**src/design/uart_8n1_transceiver_unit_defines.svh**
```systemverilog
// Assertion macros shared by the transceiver RTL.
`ifndef UART_8N1_TRANSCEIVER_UNIT_DEFINES_SVH
`define UART_8N1_TRANSCEIVER_UNIT_DEFINES_SVH

// Same-cycle implication, checked outside reset.
`define UART8N1_ASSERT_NOW(label, ante, cons, msg) \
  label: assert property (@(posedge clk) disable iff (!rst_n) (ante) |-> (cons)) \
    else $error(msg);

// Next-cycle implication, checked outside reset.
`define UART8N1_ASSERT_NEXT(label, ante, cons, msg) \
  label: assert property (@(posedge clk) disable iff (!rst_n) (ante) |=> (cons)) \
    else $error(msg);

`endif

```
**src/design/uart8n1_pkg.sv**
```systemverilog
`default_nettype none
package uart8n1_pkg;

  localparam int TICK_BITS = 24;
  localparam int DATA_BITS = 8;
  localparam int IDX_BITS  = 4;

  localparam logic [TICK_BITS-1:0] CPB_RESET = TICK_BITS'(6076);

  typedef logic [TICK_BITS-1:0] tick_t;
  typedef logic [DATA_BITS-1:0] data_t;
  typedef logic [IDX_BITS-1:0]  idx_t;

  typedef enum logic [1:0] {
    RX_IDLE  = 2'd0,
    RX_WAIT  = 2'd1,
    RX_ALIGN = 2'd2,
    RX_BITS  = 2'd3
  } rx_phase_t;

  typedef enum logic [1:0] {
    ST_OK      = 2'd0,
    ST_TIMEOUT = 2'd1,
    ST_FRAME   = 2'd2
  } rx_status_t;

  typedef struct packed {
    logic line;
    logic busy;
  } tx_res_t;

  typedef struct packed {
    logic       busy;
    logic       done;
    logic [7:0] data;
    rx_status_t status;
  } rx_res_t;

endpackage
`default_nettype wire

```
**src/design/uart_8n1_transceiver_unit.sv**
```systemverilog
`default_nettype none
`include "uart_8n1_transceiver_unit_defines.svh"
// 8N1 UART transceiver, one input beat per bit-timer tick. Each beat carries the
// sampled rx line plus optional send and receive-arm requests and yields exactly
// one result beat with the tx line, both busy flags and any receive completion.
// Throughput is one beat per cycle while out_ready is high; each beat passes
// the input register, then the result register. The tx and rx counters update
// once per beat. Write cycles_per_bit (cfg_wr_en/cfg_wr_data) only while no beat
// is in flight; it resets to 6076. A bit time of 0 or 1 gives one-tick bits.
module uart_8n1_transceiver_unit (
  input  wire logic        clk,
  input  wire logic        rst_n,
  input  wire logic        cfg_wr_en,
  input  wire logic [23:0] cfg_wr_data,
  input  wire logic        in_valid,
  output logic             in_ready,
  input  wire logic        in_rx_line,
  input  wire logic        in_send_valid,
  input  wire logic [7:0]  in_send_byte,
  input  wire logic        in_receive_arm,
  input  wire logic [23:0] in_timeout_ticks,
  output logic             out_valid,
  input  wire logic        out_ready,
  output logic             out_tx_line,
  output logic             out_tx_busy,
  output logic             out_rx_busy,
  output logic             out_rx_done,
  output logic [7:0]       out_rx_byte,
  output logic [1:0]       out_rx_status
);

  uart8n1_pkg::tick_t cpb_r;

  logic               in_valid_r;
  logic               in_rx_line_r;
  logic               in_send_valid_r;
  logic [7:0]         in_send_byte_r;
  logic               in_receive_arm_r;
  uart8n1_pkg::tick_t in_timeout_ticks_r;

  logic                 out_valid_r;
  uart8n1_pkg::tx_res_t tx_res_r;
  uart8n1_pkg::rx_res_t rx_res_r;

  uart8n1_pkg::tx_res_t tx_res;
  uart8n1_pkg::rx_res_t rx_res;
  logic                 advance;

  assign advance  = in_valid_r && (!out_valid_r || out_ready);
  assign in_ready = !in_valid_r || advance;

  always_ff @(posedge clk) begin
    if (!rst_n) begin
      cpb_r <= uart8n1_pkg::CPB_RESET;
    end else if (cfg_wr_en) begin
      cpb_r <= cfg_wr_data;
    end
  end

  always_ff @(posedge clk) begin
    if (!rst_n) begin
      in_valid_r <= 1'b0;
    end else if (in_ready) begin
      in_valid_r <= in_valid;
    end
  end

  always_ff @(posedge clk) begin
    if (in_valid && in_ready) begin
      in_rx_line_r       <= in_rx_line;
      in_send_valid_r    <= in_send_valid;
      in_send_byte_r     <= in_send_byte;
      in_receive_arm_r   <= in_receive_arm;
      in_timeout_ticks_r <= in_timeout_ticks;
    end
  end

  uart8n1_tx u_tx (
    .clk            (clk),
    .rst_n          (rst_n),
    .step           (advance),
    .cycles_per_bit (cpb_r),
    .send_valid     (in_send_valid_r),
    .send_byte      (in_send_byte_r),
    .res            (tx_res)
  );

  uart8n1_rx u_rx (
    .clk            (clk),
    .rst_n          (rst_n),
    .step           (advance),
    .cycles_per_bit (cpb_r),
    .rx_line        (in_rx_line_r),
    .receive_arm    (in_receive_arm_r),
    .timeout_ticks  (in_timeout_ticks_r),
    .res            (rx_res)
  );

  always_ff @(posedge clk) begin
    if (!rst_n) begin
      out_valid_r <= 1'b0;
    end else if (advance) begin
      out_valid_r <= 1'b1;
    end else if (out_ready) begin
      out_valid_r <= 1'b0;
    end
  end

  always_ff @(posedge clk) begin
    if (advance) begin
      tx_res_r <= tx_res;
      rx_res_r <= rx_res;
    end
  end

  assign out_valid     = out_valid_r;
  assign out_tx_line   = tx_res_r.line;
  assign out_tx_busy   = tx_res_r.busy;
  assign out_rx_busy   = rx_res_r.busy;
  assign out_rx_done   = rx_res_r.done;
  assign out_rx_byte   = rx_res_r.data;
  assign out_rx_status = rx_res_r.status;

  `UART8N1_ASSERT_NOW(a_done_not_busy, out_valid_r && rx_res_r.done, !rx_res_r.busy,
    "receive reported done while still busy")
  `UART8N1_ASSERT_NOW(a_quiet_result, out_valid_r && !rx_res_r.done,
    (rx_res_r.status == uart8n1_pkg::ST_OK) && (rx_res_r.data == 8'd0),
    "status or byte set without done")
  `UART8N1_ASSERT_NOW(a_idle_line, out_valid_r && !tx_res_r.busy, tx_res_r.line,
    "tx line low while not busy")
  `UART8N1_ASSERT_NEXT(a_beat_kept, in_valid_r && !advance, in_valid_r,
    "input beat dropped before advance")

endmodule
`default_nettype wire

```
**src/design/uart8n1_tx.sv**
```systemverilog
`default_nettype none
`include "uart_8n1_transceiver_unit_defines.svh"
module uart8n1_tx (
  input  wire logic                  clk,
  input  wire logic                  rst_n,
  input  wire logic                  step,
  input  wire uart8n1_pkg::tick_t    cycles_per_bit,
  input  wire logic                  send_valid,
  input  wire logic [7:0]            send_byte,
  output uart8n1_pkg::tx_res_t       res
);

  uart8n1_pkg::data_t tx_shift_r,   tx_shift_nxt;
  uart8n1_pkg::idx_t  tx_idx_r,     tx_idx_nxt;
  uart8n1_pkg::tick_t tx_cnt_r,     tx_cnt_nxt;
  logic               tx_level_r,   tx_level_nxt;
  logic               tx_active_r,  tx_active_nxt;

  uart8n1_pkg::tick_t cnt_inc;
  uart8n1_pkg::idx_t  idx_inc;
  uart8n1_pkg::idx_t  idx_dec;

  assign cnt_inc = tx_cnt_r + uart8n1_pkg::TICK_BITS'(1);
  assign idx_inc = tx_idx_r + uart8n1_pkg::IDX_BITS'(1);
  assign idx_dec = tx_idx_r;

  always_comb begin
    tx_shift_nxt  = tx_shift_r;
    tx_idx_nxt    = tx_idx_r;
    tx_cnt_nxt    = tx_cnt_r;
    tx_level_nxt  = tx_level_r;
    tx_active_nxt = tx_active_r;
    if (!tx_active_r) begin
      if (send_valid) begin
        tx_active_nxt = 1'b1;
        tx_shift_nxt  = uart8n1_pkg::data_t'(send_byte);
        tx_idx_nxt    = '0;
        tx_cnt_nxt    = '0;
        tx_level_nxt  = 1'b0;
      end
    end else if (cnt_inc < cycles_per_bit) begin
      tx_cnt_nxt = cnt_inc;
    end else begin
      tx_cnt_nxt = '0;
      tx_idx_nxt = idx_inc;
      if (idx_inc >= uart8n1_pkg::IDX_BITS'(uart8n1_pkg::DATA_BITS + 2)) begin
        tx_active_nxt = 1'b0;
        tx_idx_nxt    = '0;
        tx_level_nxt  = 1'b1;
      end else if (idx_inc == uart8n1_pkg::IDX_BITS'(uart8n1_pkg::DATA_BITS + 1)) begin
        tx_level_nxt = 1'b1;
      end else begin
        // data bit k goes out at index k+1, so the select uses the old index
        tx_level_nxt = tx_shift_r[idx_dec[$clog2(uart8n1_pkg::DATA_BITS)-1:0]];
      end
    end
  end

  always_ff @(posedge clk) begin
    if (!rst_n) begin
      tx_shift_r  <= '0;
      tx_idx_r    <= '0;
      tx_cnt_r    <= '0;
      tx_level_r  <= 1'b1;
      tx_active_r <= 1'b0;
    end else if (step) begin
      tx_shift_r  <= tx_shift_nxt;
      tx_idx_r    <= tx_idx_nxt;
      tx_cnt_r    <= tx_cnt_nxt;
      tx_level_r  <= tx_level_nxt;
      tx_active_r <= tx_active_nxt;
    end
  end

  assign res.line = tx_level_nxt;
  assign res.busy = tx_active_nxt;

  `UART8N1_ASSERT_NOW(a_tx_idle_high, !tx_active_r, tx_level_r,
    "tx line low while transmitter idle")
  `UART8N1_ASSERT_NOW(a_tx_idx_range, 1'b1,
    tx_idx_r <= uart8n1_pkg::IDX_BITS'(uart8n1_pkg::DATA_BITS + 1),
    "tx bit index past stop bit")
  `UART8N1_ASSERT_NEXT(a_tx_hold, !step, $stable(tx_active_r) && $stable(tx_cnt_r),
    "tx state moved without a beat")

endmodule
`default_nettype wire

```
**src/design/uart8n1_rx.sv**
```systemverilog
`default_nettype none
`include "uart_8n1_transceiver_unit_defines.svh"
module uart8n1_rx (
  input  wire logic                  clk,
  input  wire logic                  rst_n,
  input  wire logic                  step,
  input  wire uart8n1_pkg::tick_t    cycles_per_bit,
  input  wire logic                  rx_line,
  input  wire logic                  receive_arm,
  input  wire uart8n1_pkg::tick_t    timeout_ticks,
  output uart8n1_pkg::rx_res_t       res
);

  uart8n1_pkg::rx_phase_t phase_r, phase_nxt;
  uart8n1_pkg::data_t     rx_shift_r, rx_shift_nxt;
  uart8n1_pkg::idx_t      rx_idx_r,   rx_idx_nxt;
  uart8n1_pkg::tick_t     rx_cnt_r,   rx_cnt_nxt;

  uart8n1_pkg::tick_t cnt_inc;
  uart8n1_pkg::tick_t wait_cnt;
  uart8n1_pkg::tick_t half_bit;
  logic               watching;
  logic               sample_due;
  logic               time_out;
  logic               stop_seen;

  assign cnt_inc    = rx_cnt_r + uart8n1_pkg::TICK_BITS'(1);
  assign wait_cnt   = (phase_r == uart8n1_pkg::RX_IDLE) ? timeout_ticks : rx_cnt_r;
  assign half_bit   = cycles_per_bit >> 1;
  assign watching   = (phase_r == uart8n1_pkg::RX_WAIT) ||
                      ((phase_r == uart8n1_pkg::RX_IDLE) && receive_arm);
  assign time_out   = watching && rx_line && (wait_cnt == '0);
  assign sample_due = (phase_r == uart8n1_pkg::RX_BITS) && !(cnt_inc < cycles_per_bit);
  assign stop_seen  = sample_due &&
                      !(rx_idx_r < uart8n1_pkg::IDX_BITS'(uart8n1_pkg::DATA_BITS));

  always_comb begin
    phase_nxt    = phase_r;
    rx_shift_nxt = rx_shift_r;
    rx_idx_nxt   = rx_idx_r;
    rx_cnt_nxt   = rx_cnt_r;
    unique case (phase_r)
      uart8n1_pkg::RX_IDLE, uart8n1_pkg::RX_WAIT: begin
        if (watching) begin
          if (!rx_line) begin
            phase_nxt    = uart8n1_pkg::RX_ALIGN;
            rx_cnt_nxt   = '0;
            rx_idx_nxt   = '0;
            rx_shift_nxt = '0;
          end else if (wait_cnt == '0) begin
            phase_nxt  = uart8n1_pkg::RX_IDLE;
            rx_cnt_nxt = wait_cnt;
          end else begin
            phase_nxt  = uart8n1_pkg::RX_WAIT;
            rx_cnt_nxt = wait_cnt - uart8n1_pkg::TICK_BITS'(1);
          end
        end
      end
      uart8n1_pkg::RX_ALIGN: begin
        if (cnt_inc >= half_bit) begin
          phase_nxt  = uart8n1_pkg::RX_BITS;
          rx_cnt_nxt = '0;
        end else begin
          rx_cnt_nxt = cnt_inc;
        end
      end
      uart8n1_pkg::RX_BITS: begin
        if (!sample_due) begin
          rx_cnt_nxt = cnt_inc;
        end else if (!stop_seen) begin
          rx_cnt_nxt   = '0;
          rx_shift_nxt = {rx_line, rx_shift_r[uart8n1_pkg::DATA_BITS-1:1]};
          rx_idx_nxt   = rx_idx_r + uart8n1_pkg::IDX_BITS'(1);
        end else begin
          rx_cnt_nxt = '0;
          phase_nxt  = uart8n1_pkg::RX_IDLE;
          rx_idx_nxt = '0;
        end
      end
      default: phase_nxt = uart8n1_pkg::RX_IDLE;
    endcase
  end

  always_comb begin
    res.busy   = (phase_nxt != uart8n1_pkg::RX_IDLE);
    res.done   = time_out || stop_seen;
    res.data   = '0;
    res.status = uart8n1_pkg::ST_OK;
    if (time_out) begin
      res.status = uart8n1_pkg::ST_TIMEOUT;
    end else if (stop_seen) begin
      if (rx_line) begin
        res.data = 8'(rx_shift_r);
      end else begin
        res.status = uart8n1_pkg::ST_FRAME;
      end
    end
  end

  always_ff @(posedge clk) begin
    if (!rst_n) begin
      phase_r    <= uart8n1_pkg::RX_IDLE;
      rx_shift_r <= '0;
      rx_idx_r   <= '0;
      rx_cnt_r   <= '0;
    end else if (step) begin
      phase_r    <= phase_nxt;
      rx_shift_r <= rx_shift_nxt;
      rx_idx_r   <= rx_idx_nxt;
      rx_cnt_r   <= rx_cnt_nxt;
    end
  end

  `UART8N1_ASSERT_NOW(a_rx_idx_zero, phase_r != uart8n1_pkg::RX_BITS, rx_idx_r == '0,
    "rx bit index nonzero outside data phase")
  `UART8N1_ASSERT_NOW(a_rx_idx_range, 1'b1,
    rx_idx_r <= uart8n1_pkg::IDX_BITS'(uart8n1_pkg::DATA_BITS),
    "rx bit index past stop bit")
  `UART8N1_ASSERT_NOW(a_rx_done_one, 1'b1, !(time_out && stop_seen),
    "timeout and stop check in the same beat")

endmodule
`default_nettype wire
```
**config.mk**
```make
export PLATFORM = sky130hd
export DESIGN_NAME = uart_8n1_transceiver_unit
export DESIGN_NICKNAME = d
export VERILOG_FILES = /design/src/design/uart8n1_pkg.sv /design/src/design/uart_8n1_transceiver_unit.sv /design/src/design/uart8n1_tx.sv /design/src/design/uart8n1_rx.sv
export VERILOG_INCLUDE_DIRS = /design/src /design/src/design
export SDC_FILE = /design/constraint.sdc
export NUM_CORES = 1
export LEC_CHECK = 0
export ABC_AREA = 1
export BUFFER_PORTS_ARGS = -buffer_cell sky130_fd_sc_hd__buf_2
export CAP_MARGIN = 40
export CORE_MARGIN = 5
export CORE_UTILIZATION = 45
export CTS_BUF_LIST = sky130_fd_sc_hd__clkbuf_16
export DETAILED_ROUTE_END_ITERATION = 8
export GPL_TIMING_DRIVEN = 0
export PLACE_DENSITY = 0.66
export SYNTH_ARGS = -nofsm -noshare
export SYNTH_HDL_FRONTEND = slang
export SYNTH_SLANG_ARGS = --single-unit
```
**constraint.sdc**
```tcl
create_clock -name clk -period 5.1 [get_ports clk]
set_input_delay 0.765 -clock clk [delete_from_list [all_inputs] [get_ports clk]]
set_output_delay 0.765 -clock clk [all_outputs]
set_load 0.05 [all_outputs]
```
# [After elaboration in Yosys (flattened, before gate mapping)]
# Cells that the tools add are included.
[word_totals] register_bits=151 input_bits=64 out_inout_bits=16 wordCells=121
[op_classes] n_addsub=5 order_cmp=6 eq_ne=9 n_mux=46 bitwise=2 reduce_logical=29
[ops] operator="24-bit two-way mux" n=9
[ops] operator="24-bit case mux with 3 select lines" n=1
[ops] operator="24-bit by 1-bit adder with 24-bit output, second input constant" n=2
[ops] operator="24-bit < comparator" n=2
[ops] operator="4-bit two-way mux" n=8
[ops] operator="8-bit two-way mux" n=4
[ops] operator="24-bit by 23-bit >= comparator with 1-bit output" n=1
[ops] operator="24-bit zero test" n=1
[ops] operator="24-bit by 1-bit subtractor with 24-bit output, second input constant" n=1
[ops] operator="8-bit case mux with 2 select lines" n=1
[ops] operator="1-bit two-way mux" n=14
[ops] operator="2-bit two-way mux" n=6
[ops] operator="5-bit AND reduction" n=2
[ops] operator="4-bit by 1-bit adder with 4-bit output, second input constant" n=2
[ops] operator="4-bit case mux with 2 select lines" n=1
[ops] operator="2-bit nonzero test" n=4
[ops] operator="1-bit logical AND" n=7
[ops] operator="2-bit inequality test, second input constant" n=3
[ops] operator="2-bit case mux with 3 select lines" n=1
[ops] operator="3-bit AND reduction" n=2
[ops] operator="2-bit equality test, second input constant" n=2
[ops] operator="4-bit equality test, second input constant" n=1
[ops] operator="4-bit >= comparator, second input constant" n=1
[ops] operator="1-bit zero test" n=4
[ops] operator="other kinds (10)" n=17

# [Depth between registers and ports, before layout]
# Gate-level depths: netlist (run 1).
[logic_depth] depth_word=9 depth_mapped=27 depth_no_buf=27

# [Modules after synthesis]
# A second synthesis (run 1) with hierarchy kept.
[hier_totals] hier_cells=1623 hier_area_um2=11023.1
[by_module_without_submodules] module="uart8n1_rx" n_inst=1 cells_per_inst=1019 area_per_inst_um2=5760.5 seq_area_each_um2=760.7
[by_module_without_submodules] module="uart8n1_tx" n_inst=1 cells_per_inst=439 area_per_inst_um2=2882.8 seq_area_each_um2=760.7
[by_module_without_submodules] module="uart_8n1_transceiver_unit" n_inst=1 cells_per_inst=165 area_per_inst_um2=2379.8 seq_area_each_um2=1991.9

# [Worst setup path before layout (run 1)]
# No wires, ideal clock.
[synth_timing] path_type="register -> register" start="reg u_rx.rx_cnt_r[0]" end="reg rx_res_r, in the netlist out_rx_done, data pin" setup_ns=0.276 arrival_time_ns=3.059 required_time_ns=4.824 path_slack_ns=1.765 stages_incl_launch_ff=22 n_path_buf=1 synth_period_minus_slack_ns=3.335 cell_sequence="dfxtp_1 > ha_1 > nand3_2 > nor3_2 > nand2_1 > nor2_1 > nand3_1 > nor2_1 > nand2_1 > nor2_1 > xor2_1 > ha_1 > nand2_1 > nor2_1 > a21o_1 > a21oi_1 > nand2_1 > nand2_2 > nor2_1 > inv_1 > clkbuf_1 > o21ai_0"
[synth_lines] element="start, declared" line_no="uart8n1_rx.sv:17" rtl="uart8n1_pkg::tick_t rx_cnt_r, rx_cnt_nxt;"
[synth_lines] element="start signal, assigned" line_no="uart8n1_rx.sv:110" rtl="rx_cnt_r <= rx_cnt_nxt;"
[synth_lines] element="end signal, assigned" line_no="uart_8n1_transceiver_unit.sv:112" rtl="rx_res_r <= rx_res;"
[synth_lines] element="end, declared" line_no="uart_8n1_transceiver_unit.sv:43" rtl="uart8n1_pkg::rx_res_t rx_res_r;"

==> results_dict.tcl, run 1 <==
set metrics [dict create \
    status "finished clean" \
    clkLatencyLatePin_ns 0.45 \
    yosys-top-cells-count "nand2_1 (405), inv_1 (199), nor2_1 (133)" \
    fillerInstances 2385 \
    top_usage_layer "met2" \
    critPathLaunchType "register" \
    dp.cells 1965 \
    cp.arrival_ns 4.78 \
    wl_um 32000 \
    final_hold_viol_count 0 \
    ios 80 \
    grtUsageMet2 0.378 \
    grt_overflow 0 \
    syn_to_final_growth_pct 13.4 \
    preCtsSetupSlack_ns 0.610 \
    root_buffer "clkbuf_16" \
    holdPathEnd "u_tx.tx_shift_r[6]$_SDFFE_PN0P_" \
    antenna_cells 0 \
    wl_per_cell_um 16.0 \
    yosysTopAreaCell "dfxtp_1" \
    synth.top_cell.area_share 0.190 \
    grtUsageTotal 0.242 \
    port_buffers 79 \
    cpPeakStageDelay_ns 0.52 \
    slew_headroom 0.530 \
    nets 1806 \
    async_reset_ff_frac 0 \
    die_y_um 165 \
    hold_start "u_tx.tx_shift_r[6]$_SDFFE_PN0P_" \
    synthCells 1566 \
    clk_pin_slew_ns 0.08 \
    crit_type "register to register" \
    cp-end-kind "register" \
    worst-path-buf-inv 3 \
    required_ns 5.28 \
    cts_setup_buffers 0 \
    crit_fanout 10 \
    cts_made_buffers 17 \
    timing.rr.end "out_rx_done$_DFFE_PP_" \
    ctsHoldBuffers 0 \
    synth_cell_type_count 41 \
    postSynthAreaPerCell_sq_um 6.87 \
    gp_congestion 0.958 \
    core_area_sq_um 23500 \
    period_share 0.902 \
    power_density_nw_per_um2 279 \
    yosysWarnings 0 \
    min_path_type "register to register" \
    synth_nets 1707 \
    drt-initial-drc-count 803 \
    cp-startpoint "u_rx.rx_cnt_r[0]$_SDFFE_PN0P_" \
    die_w_um 165 \
    post-route-min-period_ns 4.60 \
    grt_pass1_wl_um 51700 \
    initial_utilization 0.458 \
    report.power.total_mw 3.40 \
    ys_ff_latch 151 \
    rsz0062_at_grt "false" \
    worst_slew_pin_slew_ns 0.702 \
    path_cells "ha_1, nand3_2, nor2_1, nand3_1, nor4_1, xor2_1, ha_1, nand2_1, nor2_1, nand2_1, inv_1, a21oi_1, nand2_1, nand2_2, nor2_1, inv_1, clkbuf_1, o21ai_0" \
    htree_levels 4 \
    gr-usage-met1 0.354 \
    drv_slew 0 \
    num_rows 56 \
    drive_gt1_frac 0.117 \
    ant_nets 0 \
    tns_ns 0 \
    drt_first_pass_iters 5 \
    max_freq_ghz 0.217 \
    post-synth-top-count-cell "nand2_1" \
    grt_pass1_vias 10000 \
    vias_per_cell 5.24 \
    p_leak_nw 5.73 \
    setup_viol 0 \
    fin_cells 1997 \
    synth_edf_count 49 \
    die-area_sq_um 27100 \
    worst_clock_skew_ns 0.0153 \
    cts_resized 0 \
    grt_max_degree 24 \
    vdd.ir_drop.worst_uv 171 \
    cts.sink_count 151 \
    antenna_found_initial 0 \
    synth_ff_type "dfxtp_1" \
    timing.final.ws_setup_ns 0.500 \
    drc 0 \
    maxCapViolCount 0 \
    hpwl_um 25300 \
    use_met3 0.0382 \
    r2r_setup_slack_ns 0.50 \
    min_path_cells 2 \
    ys_seq_area_frac 0.327 \
    clock_path_buffers 2 \
    r2r-start "u_rx.rx_cnt_r[0]$_SDFFE_PN0P_" \
    rr_worst_depth 18 \
    cpMaxStageDelayCell "dfxtp_1" \
    via_count 10500 \
    crit_family "simple AND/OR/NAND/NOR gates" \
    yosys-top-cells-area "dfxtp_1 (19%), nand2_1 (14%), edfxtp_1 (14%), ha_1 (9.0%), inv_1 (6.9%)" \
    synth_area_sq_um 10800 \
    cts_tree "built" \
]
-- flip-flops by register name, summed over array words and instances (netlist names), 4 cells and up --
signal	count
u_rx.rx_idx_r	4
in_timeout_ticks_r	24
u_tx.tx_shift_r	8
out_rx_byte	8
u_tx.tx_cnt_r	24
cpb_r	24
in_send_byte_r	8
u_rx.rx_shift_r	8
u_tx.idx_dec	4
u_rx.rx_cnt_r	24
-- area by class of cell --
cell class,count,area [sq um],area share
Multi-Input combinational cell,1149,6140,0.503
Sequential cell,151,3510,0.288
Inverter,212,801,0.0657
Clock buffer,17,425,0.0349
Timing Repair Buffer,80,423,0.0347
Tap cell,319,399,0.0327
Buffer,54,302,0.0247
Clock inverter,15,194,0.0159
-- report_power, final --
group          leakage [nW]  switching (mW)  internal (mW)
clock                 0.299           0.650          0.669
combinational          4.12           0.510          0.230
sequential             1.30          0.0424           1.30
-- worst max-delay path by stage --
stage | endpoint | cells after the start
global placement | out_rx_done$_DFFE_PP_ | 18
detailed placement | out_rx_done$_DFFE_PP_ | 18
floorplan | out_rx_done$_DFFE_PP_ | 21
global route | out_rx_done$_DFFE_PP_ | 18
finish | out_rx_done$_DFFE_PP_ | 18
CTS | out_rx_done$_DFFE_PP_ | 18
-- placed cells by master (no fill, tap or decap), types with 28 or more instances in the layout --
cell type / n
nor3_1: 28
nand3_1: 123
ha_1: 77
clkbuf_1: 29
nand4_1: 55
nor2_1: 133
dfxtp_1: 102
buf_2: 92
xor2_1: 41
edfxtp_1: 49
inv_1: 199
a21oi_1: 118
nand2_1: 405
o21ai_0: 81
-- through the flow --
stage / area [sq um] / util / hold slack [ns]
global route: 12200 / 0.519 / 0.470
global placement: 11500 / 0.492 / 0.455
CTS: 12200 / 0.519 / 0.469
floorplan: 10800 / - / 0.425
finish: 12200 / 0.519 / 0.462
detailed placement: 11600 / 0.493 / 0.458
-- kinds of logic (layout without fill, tap and decap cells) --
family,after synthesis,count (layout),synth area share
fa+ha+maj,77,77,0.0896
buf+inv,266,378,0.103
compound gates,222,222,0.109
simple gates,799,799,0.331
flops,151,151,0.327
xor+xnor,51,51,0.0415
-- worst min-delay path: stages, from the launching register on --
cell     delay, ns
dfxtp_1       0.30
inv_1         0.06
a21oi_1       0.05
-- metal layers --
layer  vias up  share of wire
met1      4815           0.48
met3        30          0.065
met4         0          0.014
met2       307           0.44
li1       5317              -
met5         -              0
(Power assumes the default switching activity.)
==> run 2, diff against run 1 <==
--- a/config.mk
+++ b/config.mk
@@ -7,7 +7,7 @@
 export NUM_CORES = 1
 export LEC_CHECK = 0
 export ABC_AREA = 1
-export BUFFER_PORTS_ARGS = -buffer_cell sky130_fd_sc_hd__buf_2
+export BUFFER_PORTS_ARGS = -buffer_cell sky130_fd_sc_hd__clkbuf_2
 export CAP_MARGIN = 40
 export CORE_MARGIN = 5
 export CORE_UTILIZATION = 45
==> run 2 against run 1 <==
  * Cell area about the same
  * Via count up 0.57%
  * Clock skew down 0.0019 ns
  * Sequential power about the same
  * Worst hold slack better by 0.013 ns
  * Global-route usage down 0.38 points
  * Critical path type unchanged
  * Critical endpoint unchanged
  * Largest cell class unchanged
==> results_dict.tcl, run 2 (same netlist as run 1, synthesis figures left out) <==
set metrics [dict create \
    power.internal_mw 2.27 \
    dpl_cell_area_sq_um 11600 \
    hpwl_um 25100 \
    drt_first_pass_iters 5 \
    grt_overflow 0 \
    crit_fanout 10 \
    cts_resized 0 \
    ios 80 \
    crit_type "register to register" \
    die_y_um 165 \
    power.net_switching_mw 1.16 \
    cts_tree "built" \
    fin_util 0.520 \
    wl_per_cell_um 15.9 \
    post-route-min-period_ns 4.54 \
    drc 0 \
    setup_viol 0 \
    power_density_nw_per_um2 281 \
    period_share 0.891 \
    layout_commonest_cell "nand2_1" \
    slew_headroom 0.487 \
    clk_pin_slew_ns 0.07 \
    cp-end-kind "register" \
    clkLatencyLatePin_ns 0.44 \
    via_count 10500 \
    combinationalPowerShare 0.215 \
    grt_pass1_wl_um 50800 \
    report.power.total_mw 3.43 \
    core_area_sq_um 23500 \
    nets 1806 \
    p_leak_nw 5.75 \
    status "finished clean" \
    die-area_sq_um 27100 \
    port_buffers 79 \
    required_ns 5.26 \
    grtUsageTotal 0.239 \
    antenna_found_initial 0 \
    drt-met1-wl_um 15000 \
    grt_pass1_vias 9782 \
    cts_made_buffers 17 \
    antenna_cells 0 \
    worst_clock_skew_ns 0.0134 \
    fillerInstances 2417 \
    grt_max_degree 24 \
    critPathLaunchType "register" \
    tns_ns 0 \
    drv_slew 0 \
    die_w_um 165 \
    syn_to_final_growth_pct 13.5 \
    gp_congestion 0.946 \
    seqPwrFrac 0.393 \
    clock_path_buffers 2 \
    layout_common_cells "nand2_1 (405), inv_1 (199), nor2_1 (133)" \
    fin_area_sq_um 12200 \
    wl_um 31700 \
    wl_met2_um 13800 \
    ant_nets 0 \
    pwr-share-clk 0.392 \
    initial_utilization 0.458 \
    maxCapViolCount 0 \
    root_buffer "clkbuf_16" \
    rsz0062_at_grt "false" \
    max_freq_ghz 0.220 \
    wl_met3_um 2180 \
    drive_gt1_frac 0.117 \
    top_layer "met4" \
    drt-initial-drc-count 887 \
    htree_levels 4 \
    worst_slew_pin_slew_ns 0.767 \
    min_path_type "register to register" \
    ctsHoldBuffers 0 \
    hold_ws_ns 0.475 \
    swShare 0.339 \
    vdd.ir_drop.worst_uv 180 \
    final_hold_viol_count 0 \
    cts_setup_buffers 0 \
    num_rows 56 \
    vias_per_cell 5.27 \
    cp.arrival_ns 4.70 \
    cts.sink_count 151 \
]
-- run 2: changes by cell type in the layout (fill, tap and decap cells not counted), moves of 2 or more --
cell	before	now
buf_2	92	13
clkbuf_2	0	79
clkinv_8	7	4
inv_6	3	5
-- run 2: layer usage --
| metal | GRT usage | vias up |
|---|---|---|
| met3 | 0.0434 | 52 |
| met4 | 0.0696 | 0 |
| met2 | 0.364 | 322 |
| met1 | 0.345 | 4843 |
| li1 | - | 5312 |
| met5 | 0 | - |
-- run 2: metrics by stage --
stage | std cells | worst slack (ns)
finish | 1997 | 0.557
global route | 1997 | 0.216
CTS | 1997 | 0.594
detailed placement | 1965 | 0.596
global placement | 1964 | 0.643
floorplan | 1566 | 1.77
-- run 2: area by class of cell --
type,instances,area (sq um),share of cell area
clock buffers,18,450,0.0369
repair buffers,80,423,0.0347
plain buffers,54,302,0.0247
multi-input cells,1149,6140,0.503
well taps,319,399,0.0327
clock inverters,14,176,0.0145
flip-flops and latches,151,3510,0.288
inverters,212,801,0.0656
-- run 2: worst max-delay path, cell delays in order, from the launching register on --
cell and delay, ns:
dfxtp_1 0.52, ha_1 0.26, nand3_2 0.13, nor2_1 0.27, nand3_1 0.19, nor4_1 0.35
xor2_1 0.48, ha_1 0.33, nand2_1 0.06, nor2_1 0.04, nand2_1 0.10, inv_1 0.05
a21oi_1 0.37, nand2_1 0.18, nand2_2 0.24, nor2_1 0.10, inv_1 0.08, clkbuf_1 0.36
o21ai_0 0.17
-- run 2: worst paths after layout --
path                                                 startpoint                               to  slack (ns)  cells past startpoint
worst max-delay path              u_rx.rx_cnt_r[0]$_SDFFE_PN0P_            out_rx_done$_DFFE_PP_        0.56                     18
worst min-delay path            u_tx.tx_shift_r[6]$_SDFFE_PN0P_  u_tx.tx_shift_r[6]$_SDFFE_PN0P_        0.47                      2
worst min register to register  u_tx.tx_shift_r[6]$_SDFFE_PN0P_  u_tx.tx_shift_r[6]$_SDFFE_PN0P_        0.47                      2
worst max register to register    u_rx.rx_cnt_r[0]$_SDFFE_PN0P_            out_rx_done$_DFFE_PP_        0.56                     18
-- run 2: power groups by stage --
stage               Clock, mW  Sequential (mW)  Combinational (mW)
detailed placement          0             1.37               0.727
CTS                      1.37             1.35               0.732
global placement            0             1.37               0.715
finish                   1.34             1.35               0.738
global route             1.43             1.35               0.827
floorplan                   0             1.38               0.497
